==> config.mk <==
export PLATFORM = sky130hd
export DESIGN_NAME = mbe_seq
export DESIGN_NICKNAME = d
export VERILOG_FILES = /design/src/rtl/mbe_pkg.sv /design/src/rtl/mbe_seq.sv
export SDC_FILE = /design/constraint.sdc
export NUM_CORES = 1
export LEC_CHECK = 0
export BUFFER_PORTS_ARGS = -buffer_cell sky130_fd_sc_hd__buf_2
export CAP_MARGIN = 10
export CORE_MARGIN = 4
export CORE_UTILIZATION = 41
export DETAILED_ROUTE_END_ITERATION = 8
export HOLD_SLACK_MARGIN = 0.05
export PLACE_DENSITY = 0.71
export SYNTH_ARGS = -nofsm -noshare
export SYNTH_HDL_FRONTEND = slang
export SYNTH_SLANG_ARGS = --single-unit
==> constraint.sdc <==
create_clock -name clk -period 3.9 [get_ports clk]
set_input_delay 0.78 -clock clk [delete_from_list [all_inputs] [get_ports clk]]
set_output_delay 0.78 -clock clk [all_outputs]
set_load 0.005 [all_outputs]
==> src/rtl/mbe_pkg.sv <==
// Shared types and constants for the Mandelbrot escape-time block.
package mbe_pkg;

  localparam int MBE_FRACTION_BITS = 24;
  localparam int POINT_W           = 28;
  localparam int COUNT_W           = 16;
  localparam logic [COUNT_W-1:0] LIMIT_RESET = 16'd1000;

  typedef enum logic [0:0] {
    ST_IDLE,
    ST_RUN
  } mbe_state_t;

  // Sequencer commands to the iteration datapath.
  typedef struct packed {
    logic load;  // take a new point and form the squares of c
    logic step;  // advance z by one iteration
  } mbe_ctrl_t;

endpackage

==> src/rtl/mbe_seq.sv <==
// Sequencer: accepts a point, counts iterations and holds the result beat.
module mbe_seq import mbe_pkg::*; (
  input  logic               clk,
  input  logic               rst_n,
  input  logic               in_tvalid,
  output logic               in_tready,
  input  logic [COUNT_W-1:0] cfg_limit_i,
  input  logic               escaped_i,
  output mbe_ctrl_t          ctrl_o,
  output logic               out_tvalid,
  input  logic               out_tready,
  output logic [COUNT_W-1:0] out_tdata
);

  mbe_state_t         state_r, state_nxt;
  logic [COUNT_W-1:0] count_r, count_nxt;
  logic               out_valid_r, out_valid_nxt;
  logic [COUNT_W-1:0] out_data_r, out_data_nxt;

  always_ff @(posedge clk) begin
    if (!rst_n) begin
      state_r     <= ST_IDLE;
      out_valid_r <= 1'b0;
    end else begin
      state_r     <= state_nxt;
      out_valid_r <= out_valid_nxt;
    end
  end

  always_ff @(posedge clk) begin
    count_r    <= count_nxt;
    out_data_r <= out_data_nxt;
  end

  always_comb begin
    state_nxt     = state_r;
    count_nxt     = count_r;
    out_valid_nxt = out_valid_r && !out_tready;
    out_data_nxt  = out_data_r;
    ctrl_o        = '0;
    in_tready     = 1'b0;
    case (state_r)
      ST_IDLE: begin
        in_tready = 1'b1;
        if (in_tvalid) begin
          ctrl_o.load = 1'b1;
          count_nxt   = '0;
          state_nxt   = ST_RUN;
        end
      end
      ST_RUN: begin
        if (!escaped_i && (count_r < cfg_limit_i)) begin
          ctrl_o.step = 1'b1;
          count_nxt   = count_r + 1'b1;
        end else if (!out_valid_r || out_tready) begin
          // The datapath holds still until the result register frees up.
          out_valid_nxt = 1'b1;
          out_data_nxt  = count_r;
          state_nxt     = ST_IDLE;
        end
      end
      default: begin
        state_nxt = ST_IDLE;
      end
    endcase
  end

  assign out_tvalid = out_valid_r;
  assign out_tdata  = out_data_r;

endmodule

==> qor.csv, run 1 <==
stage,metric,value,unit
power,swShare,0.295,
logic_synthesis,ys_async_sr_fraction,0,
power,internal_power,695,uW
cts,clock_path_buffers,2,
power,clockPowerShare,0.243,
floorplanning,rows,24,
worst_setup_path,r2r-start,count_r[13]$_SDFFCE_PN0P_,
worst_setup_path,crit_family,simple AND/OR/NAND/NOR gates,
grt,grt_pass1_vias,1339,
logic_synthesis,synth_top_family_by_area,simple AND/OR/NAND/NOR gates,
logic_synthesis,synthTopCellsByArea,"edfxtp_1 (52%), ha_1 (11%), inv_1 (3.5%)",
logic_synthesis,yosysUniqueCellTypes,39,
worst_setup_path,worstPathMaxFanout,4,
cts,numCtsBuffers,5,
layout,final_layout_size_suffix_gt1_frac,0.256,
sta,finalHoldViolCount,0,
sta,rsz0062_at_grt,no,
layout,antenna_cells,0,
cts,cts_tree,yes,
placed_design,portBuffers,40,
logic_synthesis,synth-compound-area-share,0.106,
sta,worst_slack,0.537,ns
worst_setup_path,crit_path_end,ctrl_o[0],
worst_setup_path,cp.required,3.12,ns
grt,grt_pass1_wl,6330,um
drt,routed_via_density,5.13,
cts,postCtsResizedCells,0,
power,leakage,0.000923,uW
power,p_seq_frac,0.541,
layout,finalNonFillerCells,259,
logic_synthesis,syn_area_per_cell,11.5,um2
logic_synthesis,yosys.area.top_type,edfxtp_1,
grt,grt_max_degree,18,
worst_setup_path,max_stage_delay,0.57,ns
placed_design,dp_hpwl,2740,um
logic_synthesis,synth_seq_cells,34,
flow_run,cap_violations,0,
drt,via_count,1328,
placed_design,dp_cells,252,
power,power.switching,291,uW
worst_setup_path,cp-start-kind,primary input,
logic_synthesis,muxShareOfSynthArea,0,
sta,worst_clock_skew,0.00661,ns
logic_synthesis,ys.flop_type,edfxtp_1,
worst_setup_path,end_kind,primary output,
sta,post-route-period-util,0.862,
floorplanning,die_h,75.1,um
worst_setup_path,r2r-end,count_r[8]$_SDFFCE_PN0P_,
grt,grt_use_total,0.152,
logic_synthesis,synthAdderAreaFrac,0.108,
drt,firstDrtPassIters,4,
worst_setup_path,ff2ff_path_depth,5,
cts,clock-root-buffer,clkbuf_8,
logic_synthesis,yosysWarnings,0,
logic_synthesis,synthesis.nets,197,
cts,cts.sinks,34,
grt,antenna_found_initial,0,
floorplanning,dieWidth,75.1,um
layout,fillers,411,
logic_synthesis,synth_cells,160,
worst_setup_path,critPathMostFrequentCell,buf_2,
drt,post_drt_wl_per_cell,14.4,um
grt,grt-ovfl-total,0,
drt,drtIter0Drc,46,
worst_setup_path,crit_buf_inv,3,
drt,drc_errors,0,
worst_setup_path,worst_path_max_delay_cell,or4_4,
floorplanning,start_util,0.424,
sta,tns,0,ns
logic_synthesis,syn_area,1850,um2
sta,setup_viol,0,
placed_design,dp_slack,0.526,ns
layout,area_delta_synth_final,19.1,%
placed_design,finalWeightedCongestion,0.834,
cts,ctsHoldBuffers,0,
cts,post_cts_buffers,0,
logic_synthesis,synth-edff-count,32,
cts,clk_pin_slew,0.07,ns
floorplanning,core_area,4350,um2
drt,detail-route-antenna-nets,0,
worst_setup_path,cp.depth,8,
logic_synthesis,synth_top_area_frac,0.521,
floorplanning,ios,41,
sta,max_freq,0.297,GHz
layout,final_nets,244,
worst_setup_path,reg2reg_setup_slack,1.14,ns
worst_setup_path,critical_path_class,primary input to primary output,
worst_hold_path,worstHoldStart,count_r[15]$_SDFFCE_PN0P_,
logic_synthesis,synth-simple-area-share,0.157,
floorplanning,dieArea,5640,um2
drt,wl,3720,um
cts,htreeDepth,2,
sta,finalCriticalPeriod,3.36,ns
worst_setup_path,path_cells,buf_2 > inv_1 > ha_1 > nand4_2 > or4_4 > or3_4 > and4_1 > buf_2,
worst_hold_path,holdCritPathClass,register to register,
logic_synthesis,synthXorXnorAreaFrac,0.0475,
power,irDropWorstVdd,0.000159,V
status,status,finished clean,
sta,relSlewSlack,0.509,
logic_synthesis,ys_seq_area_frac,0.542,
worst_setup_path,crit_start,cfg_limit_i[13],
cts,clk_latency,0.28,ns
power,power_density,449,nW/um2
worst_setup_path,crit_arrival,2.58,ns
sta,slew_viol_final,0,
sta,worst_pin_slew,0.736,ns
power,comb_power_share,0.216,
final cells by class:
class | count | area, um2 | area share
multi-input cells | 107 | 779 | 0.355
clock buffers | 7 | 76.3 | 0.0347
flip-flops and latches | 34 | 1000 | 0.456
repair buffers | 41 | 208 | 0.0945
inverters | 18 | 67.6 | 0.0308
well taps | 52 | 65.1 | 0.0296
kinds of logic after synthesis:
logic type	count (synthesis)
AOI/OAI and AO/OA	29
buffers and inverters	19
xor gates and xnor gates	10
DFF	34
adders and majority gates	16
and+or+nand+nor	52
worst min path at each step:
stage                                         end  cells past startpoint  slack [ns]
after floorplan           out_tdata[15]$_DFFE_PP_                      0        0.47
after global placement    out_tdata[15]$_DFFE_PP_                      0        0.52
after detailed placement   out_tdata[1]$_DFFE_PP_                      0        0.52
after CTS                  out_tdata[7]$_DFFE_PP_                      0        0.55
after global routing      out_tdata[10]$_DFFE_PP_                      0        0.56
final                     out_tdata[15]$_DFFE_PP_                      0        0.54
routing by layer:
metal | global-route usage | routed length [um] | vias to the layer above
li1 | - | - | 687
met1 | 0.189 | 1710 | 608
met2 | 0.252 | 1760 | 28
met3 | 0.0454 | 197 | 5
met4 | 0.0474 | 53 | 0
met5 | 0 | 0 | -
cell usage in the layout, fill, tap and decap left out, types with 4 or more instances in the layout:
cell type	n
nand4_1	5
nor2_1	14
edfxtp_1	32
nand2_1	10
clkbuf_8	5
xor2_1	4
xnor2_1	6
inv_1	17
buf_2	40
a21oi_1	8
o21a_1	4
ha_1	16
power groups by stage:
stage,Sequential (uW),Combinational [uW],Clock (uW)
after floorplan,529,136,0
after global placement,540,209,0
after detailed placement,542,215,0
after CTS,535,217,246
after global routing,545,247,260
final,534,213,239
worst reg2reg max path: cells and delay by family (launching register included):
family / cells / cell delay, ns
simple gates: 3 / 1.09
compound gates: 1 / 0.51
flops: 1 / 0.46
fa+ha+maj: 1 / 0.35
sequential cells by signal, indices dropped and copies added (netlist names):
name and flops:
out_tvalid 1, count_r 16, out_tdata 16, state_r 1
cell usage after synthesis, types with 2 or more instances:
library cell / number
o21a_1: 4
xnor2_1: 6
xor2_1: 4
and2_1: 2
edfxtp_1: 32
nand2b_1: 3
inv_1: 17
o21ai_1: 2
ha_1: 16
or4_1: 2
nand2_1: 10
nand3_1: 2
or3_1: 2
nor3_1: 2
and4_1: 3
o31ai_1: 3
dfxtp_1: 2
nor2_1: 14
o21ai_0: 3
nand4_1: 5
a21oi_1: 8
stage by stage:
step	util	hold slack, ns	power [uW]	instance area [um2]
finish	0.505	0.544	986	2200
floorplan	-	0.472	666	1850
global route	0.505	0.563	1050	2200
global placement	0.487	0.523	749	2120
CTS	0.505	0.549	998	2200
detailed placement	0.487	0.522	756	2120
Note: power is estimated with default switching activity, not from simulation.
==> inputs of run 2 (changes only) <==
Settings changed: REMOVE_ABC_BUFFERS from default to 1.
==> run 2 against run 1 <==
Clock skew is 0.00079 ns higher. Clock power rose by 5%. Sequential cell count did not move. Critical endpoint unchanged. Largest cell class unchanged.
==> qor.csv, run 2 (synthesis results as in run 1) <==
stage,metric,value,unit,change
worst_setup_path,reg2reg_setup_slack,1.14,ns,about the same
drt,post_drt_wl_per_cell,14.0,um,-2.3%
power,leakage,0.000926,uW,+0.32%
drt,via_count,1361,,+2.5%
floorplanning,core_area,4350,um2,unchanged
drt,firstDrtPassIters,4,,unchanged
worst_setup_path,crit_family,simple AND/OR/NAND/NOR gates,,
placed_design,dp_hpwl,2780,um,+1.6%
worst_setup_path,crit_arrival,2.62,ns,+0.04 ns
sta,worst_clock_skew,0.00740,ns,+0.000795 ns
drt,drc_errors,0,,unchanged
placed_design,dp_cells,252,,unchanged
layout,multi_input_area,773,um2,-0.80%
layout,final_cell_mix,"buf_2 (40), edfxtp_1 (32), inv_1 (17)",,
cts,clk_latency,0.29,ns,about the same
layout,final_nets,244,,unchanged
grt,antenna_found_initial,0,,unchanged
power,clockPowerShare,0.252,,+0.009
cts,cts_tree,yes,,
worst_hold_path,holdCritPathClass,register to register,,
grt,grt_use_total,0.141,,-0.0108
cts,post_cts_buffers,0,,unchanged
drt,drtIter0Drc,72,,+57%
grt,grt_pass1_vias,1196,,-11%
sta,max_freq,0.294,GHz,-1.1%
layout,seq_area,1000,um2,unchanged
flow_run,cap_violations,0,,unchanged
cts,clk_pin_slew,0.07,ns,about the same
floorplanning,start_util,0.424,,unchanged
cts,cts.sinks,34,,unchanged
floorplanning,dieArea,5640,um2,unchanged
floorplanning,rows,24,,unchanged
sta,tns,0,ns,unchanged
grt,grt-ovfl-total,0,,unchanged
sta,worst_pin_slew,0.726,ns,-0.0104 ns
power,internal_power,693,uW,-0.28%
layout,finalNonFillerCells,260,,+0.39%
layout,layout.cells.most_common,buf_2,,
cts,postCtsResizedCells,0,,unchanged
worst_setup_path,cp.required,3.12,ns,about the same
power,comb_power_share,0.211,,-0.005
sta,post-route-period-util,0.872,,+0.00995
drt,detail-route-antenna-nets,0,,unchanged
sta,slew_viol_final,0,,unchanged
cts,ctsHoldBuffers,0,,unchanged
worst_setup_path,path_cells,buf_2 > inv_1 > ha_1 > nand4_2 > or4_4 > or3_4 > and4_1 > buf_2,,
cts,numCtsBuffers,5,,unchanged
layout,fillers,376,,-8.5%
floorplanning,ios,41,,unchanged
worst_setup_path,worstPathMaxFanout,4,,unchanged
cts,clock_path_buffers,2,,unchanged
status,status,finished clean,,
sta,setup_viol,0,,unchanged
floorplanning,die_h,75.1,um,unchanged
power,swShare,0.303,,+0.00849
sta,finalCriticalPeriod,3.40,ns,+0.0388 ns
power,irDropWorstVdd,0.000160,V,+0.61%
placed_design,portBuffers,40,,unchanged
sta,finalHoldViolCount,0,,unchanged
grt,grt_max_degree,18,,unchanged
cts,clock-root-buffer,clkbuf_8,,
worst_setup_path,cp-start-kind,primary input,,
power,power_density,453,nW/um2,+0.82%
grt,grt_pass1_wl,5770,um,-8.8%
layout,antenna_cells,0,,unchanged
worst_setup_path,critPathMostFrequentCell,buf_2,,
drt,wl,3650,um,-1.9%
placed_design,finalWeightedCongestion,0.794,,-4.8%
worst_setup_path,crit_buf_inv,3,,unchanged
worst_setup_path,end_kind,primary output,,
cts,htreeDepth,2,,unchanged
layout,area_delta_synth_final,19.2,%,
sta,relSlewSlack,0.516,,+0.00694
power,p_seq_frac,0.537,,-0.004
worst_setup_path,critical_path_class,primary input to primary output,,
power,power.switching,302,uW,+3.8%
floorplanning,dieWidth,75.1,um,unchanged
worst_setup_path,max_stage_delay,0.58,ns,about the same
worst_setup_path,worst_path_max_delay_cell,or4_4,,
layout,final_layout_size_suffix_gt1_frac,0.260,,+0.00358
sta,rsz0062_at_grt,no,,
drt,routed_via_density,5.23,,+2.1%
-- run 2: changes by cell type in the layout (fill, tap and decap cells not counted), sizes merged --
| cell | delta |
|---|---|
| clkbuf | -2 |
| clkinvlp | +1 |
| clkinv | +2 |
-- run 2: cell type report --
| type | instances | area share |
|---|---|---|
| inverters | 18 | 0.0307 |
| flip-flops and latches | 34 | 0.455 |
| clock inverters | 3 | 0.00739 |
| repair buffers | 41 | 0.0944 |
| clock buffers | 5 | 0.0313 |
| multi-input cells | 107 | 0.352 |
| well taps | 52 | 0.0296 |
-- run 2: path summary, 6_finish.rpt --
path | start | to | cells after the start
worst max-delay path | cfg_limit_i[15] | ctrl_o[0] | 8
worst min-delay path | count_r[15]$_SDFFCE_PN0P_ | out_tdata[15]$_DFFE_PP_ | 0
worst max register to register | count_r[14]$_SDFFCE_PN0P_ | count_r[4]$_SDFFCE_PN0P_ | 5
worst min register to register | count_r[15]$_SDFFCE_PN0P_ | out_tdata[15]$_DFFE_PP_ | 0
-- run 2: power groups by stage --
| stage | Sequential, uW | Combinational [uW] | Clock, uW |
|---|---|---|---|
| finish | 534 | 210 | 251 |
| detailed placement | 543 | 212 | 0 |
| global placement | 541 | 207 | 0 |
| global route | 544 | 241 | 274 |
| CTS | 535 | 214 | 254 |
| floorplan | 529 | 135 | 0 |
-- run 2: metal layers --
layer	up-vias	global-route usage	share of wire
met2	42	0.227	0.48
met1	628	0.181	0.43
met3	6	0.0414	0.077
met4	0	0.0474	0.016
li1	685	-	-
met5	-	0	0
-- run 2: metrics by stage --
stage,worst slack [ns],hold slack [ns],cell area (um2),power (uW),utilization
after CTS,0.488,0.531,2200,1000,0.505
after global routing,0.408,0.561,2200,1060,0.505
after global placement,0.546,0.508,2110,748,0.486
after detailed placement,0.511,0.515,2110,756,0.486
final,0.498,0.528,2200,995,0.505
after floorplan,0.419,0.472,1840,664,-
==> inputs of run 3 (changes only) <==
--- a/config.mk
+++ b/config.mk
@@ -11,2 +11,3 @@
 export CORE_UTILIZATION = 41
+export CTS_CLUSTER_SIZE = 12
 export DETAILED_ROUTE_END_ITERATION = 8
--- a/constraint.sdc
+++ b/constraint.sdc
@@ -3,2 +3,2 @@
 set_output_delay 0.78 -clock clk [all_outputs]
-set_load 0.005 [all_outputs]
+set_load 0.02 [all_outputs]
==> run 3 against run 2 <==
Cell count is the same. Largest power group unchanged. Global-route usage about the same. Register-to-register slack is essentially flat. Clock power about the same. Clock skew is 0.0039 ns lower. Critical endpoint unchanged. Count of clock-buffer cells in the layout unchanged. Combinational power rose by 15%. Sequential power about the same. Critical path type unchanged.
==> qor.csv, run 3 (synthesis results as in run 1) <==
stage,metric,value,unit,change
worst_setup_path,worst_path_max_delay_cell,or4_4,,
power,swShare,0.323,,+0.0194
power,power.switching,331,uW,+9.6%
worst_setup_path,max_stage_delay,0.59,ns,about the same
placed_design,portBuffers,40,,unchanged
grt,grt_pass1_wl,5800,um,+0.49%
worst_setup_path,end_kind,primary output,,
sta,worst_clock_skew,0.00352,ns,-0.00388 ns
cts,numCtsBuffers,5,,unchanged
layout,final_cell_mix,"buf_2 (40), edfxtp_1 (32), inv_1 (17)",,
sta,finalHoldViolCount,0,,unchanged
worst_setup_path,path_cells,buf_2 > inv_1 > ha_1 > nand4_2 > or4_4 > or3_4 > and4_1 > buf_2,,
layout,layout.cells.most_common,buf_2,,
drt,via_count,1355,,-0.44%
worst_setup_path,worstPathMaxFanout,4,,unchanged
power,leakage,0.000926,uW,unchanged
floorplanning,die_h,75.1,um,unchanged
worst_hold_path,hold_end,out_tdata[15]$_DFFE_PP_,,
cts,post_cts_buffers,0,,unchanged
worst_setup_path,cp.required,3.12,ns,about the same
layout,fin_util,0.505,,unchanged
sta,post-route-period-util,0.884,,+0.0112
layout,antenna_cells,0,,unchanged
grt,antenna_found_initial,0,,unchanged
grt,grt_max_degree,18,,unchanged
sta,worst_slack,0.454,ns,-0.0438 ns
cts,cts_tree,yes,,
drt,wl,3630,um,-0.74%
cts,clock_path_buffers,2,,unchanged
worst_setup_path,reg2reg_setup_slack,1.13,ns,about the same
power,power_density,466,nW/um2,+3.0%
power,finalPower,1020,uW,+3.0%
floorplanning,ios,41,,unchanged
power,clockPowerShare,0.245,,-0.007
sta,max_freq,0.290,GHz,-1.3%
worst_setup_path,crit_family,simple AND/OR/NAND/NOR gates,,
placed_design,dp_hpwl,2780,um,-0.13%
cts,htreeDepth,2,,unchanged
floorplanning,core_area,4350,um2,unchanged
floorplanning,start_util,0.424,,unchanged
sta,worst_pin_slew,0.724,ns,-0.00189 ns
sta,relSlewSlack,0.517,,+0.00126
worst_setup_path,cp-start-kind,primary input,,
layout,final_nets,244,,unchanged
cts,clk_pin_slew,0.07,ns,about the same
placed_design,dp_cells,252,,unchanged
drt,drc_errors,0,,unchanged
worst_setup_path,r2r-start,count_r[14]$_SDFFCE_PN0P_,,
drt,detail-route-antenna-nets,0,,unchanged
sta,finalCriticalPeriod,3.45,ns,+0.0438 ns
worst_hold_path,worstHoldStart,count_r[15]$_SDFFCE_PN0P_,,
grt,grt_pass1_vias,1213,,+1.4%
cts,ctsHoldBuffers,0,,unchanged
floorplanning,rows,24,,unchanged
worst_setup_path,crit_buf_inv,3,,unchanged
worst_setup_path,r2r-end,count_r[4]$_SDFFCE_PN0P_,,
sta,slew_viol_final,0,,unchanged
sta,tns,0,ns,unchanged
flow_run,cap_violations,0,,unchanged
worst_setup_path,ff2ff_path_depth,5,,unchanged
layout,area_delta_synth_final,19.2,%,unchanged
grt,grt-ovfl-total,0,,unchanged
layout,final_layout_size_suffix_gt1_frac,0.260,,unchanged
power,p_seq_frac,0.521,,-0.016
layout,finalNonFillerCells,260,,unchanged
cts,clock-root-buffer,clkbuf_8,,
cts,clk_latency,0.29,ns,about the same
status,status,finished clean,,
sta,rsz0062_at_grt,no,,
power,internal_power,694,uW,about the same
cts,cts.sinks,34,,unchanged
drt,post_drt_wl_per_cell,13.9,um,-0.74%
sta,setup_viol,0,,unchanged
cts,postCtsResizedCells,0,,unchanged
drt,routed_via_density,5.21,,-0.44%
worst_setup_path,critical_path_class,primary input to primary output,,
floorplanning,dieArea,5640,um2,unchanged
floorplanning,dieWidth,75.1,um,unchanged
placed_design,finalWeightedCongestion,0.795,,about the same
placed_design,dp_slack,0.486,ns,-0.0250 ns
power,irDropWorstVdd,0.000240,V,+50%
worst_setup_path,crit_arrival,2.67,ns,+0.05 ns
worst_hold_path,min_path_cells,0,,unchanged
grt,grt_use_total,0.141,,+0.000279
power,comb_power_share,0.235,,+0.024
drt,drtIter0Drc,86,,+19%
drt,firstDrtPassIters,4,,unchanged
worst_setup_path,critPathMostFrequentCell,buf_2,,
worst_hold_path,holdCritPathClass,register to register,,
run 3: layout make-up:
cell class | count | area (um2)
fillers | 387 | 2150
multi-input cells | 107 | 773
clock inverters | 3 | 16.3
inverters | 18 | 67.6
clock buffers | 5 | 68.8
flip-flops and latches | 34 | 1000
repair buffers | 41 | 208
well taps | 52 | 65.1
run 3: metal layers:
metal	global-route usage	up-vias	wire [um]
li1	-	685	-
met1	0.180	628	1570
met2	0.229	36	1770
met3	0.0414	6	230
met4	0.0474	0	57
met5	0	-	0
run 3: how the worst max path moves through the flow:
stage | from | cells after the start | slack (ns) | to
2_1_floorplan | cfg_limit_i[15] | 6 | 0.42 | out_tdata[0]$_DFFE_PP_
3_3_place_gp | cfg_limit_i[15] | 8 | 0.51 | ctrl_o[0]
3_5_place_dp | cfg_limit_i[15] | 8 | 0.49 | ctrl_o[0]
4_1_cts | cfg_limit_i[15] | 8 | 0.45 | ctrl_o[0]
5_1_grt | cfg_limit_i[15] | 8 | 0.38 | ctrl_o[0]
6_report | cfg_limit_i[15] | 8 | 0.45 | ctrl_o[0]
run 3: power by group through the flow:
stage          sequential (uW)  clock [uW]  combinational (uW)
5_1_grt                    544         272                 272
6_report                   534         251                 241
3_3_place_gp               541           0                 237
4_1_cts                    535         254                 245
3_5_place_dp               543           0                 243
2_1_floorplan              556           0                 140
run 3: per-stage QoR:
stage,area [um2],hold WS [ns]
final,2200,0.531
after global routing,2200,0.561
after CTS,2200,0.531
after detailed placement,2110,0.515
after global placement,2110,0.508
after floorplan,1840,0.472
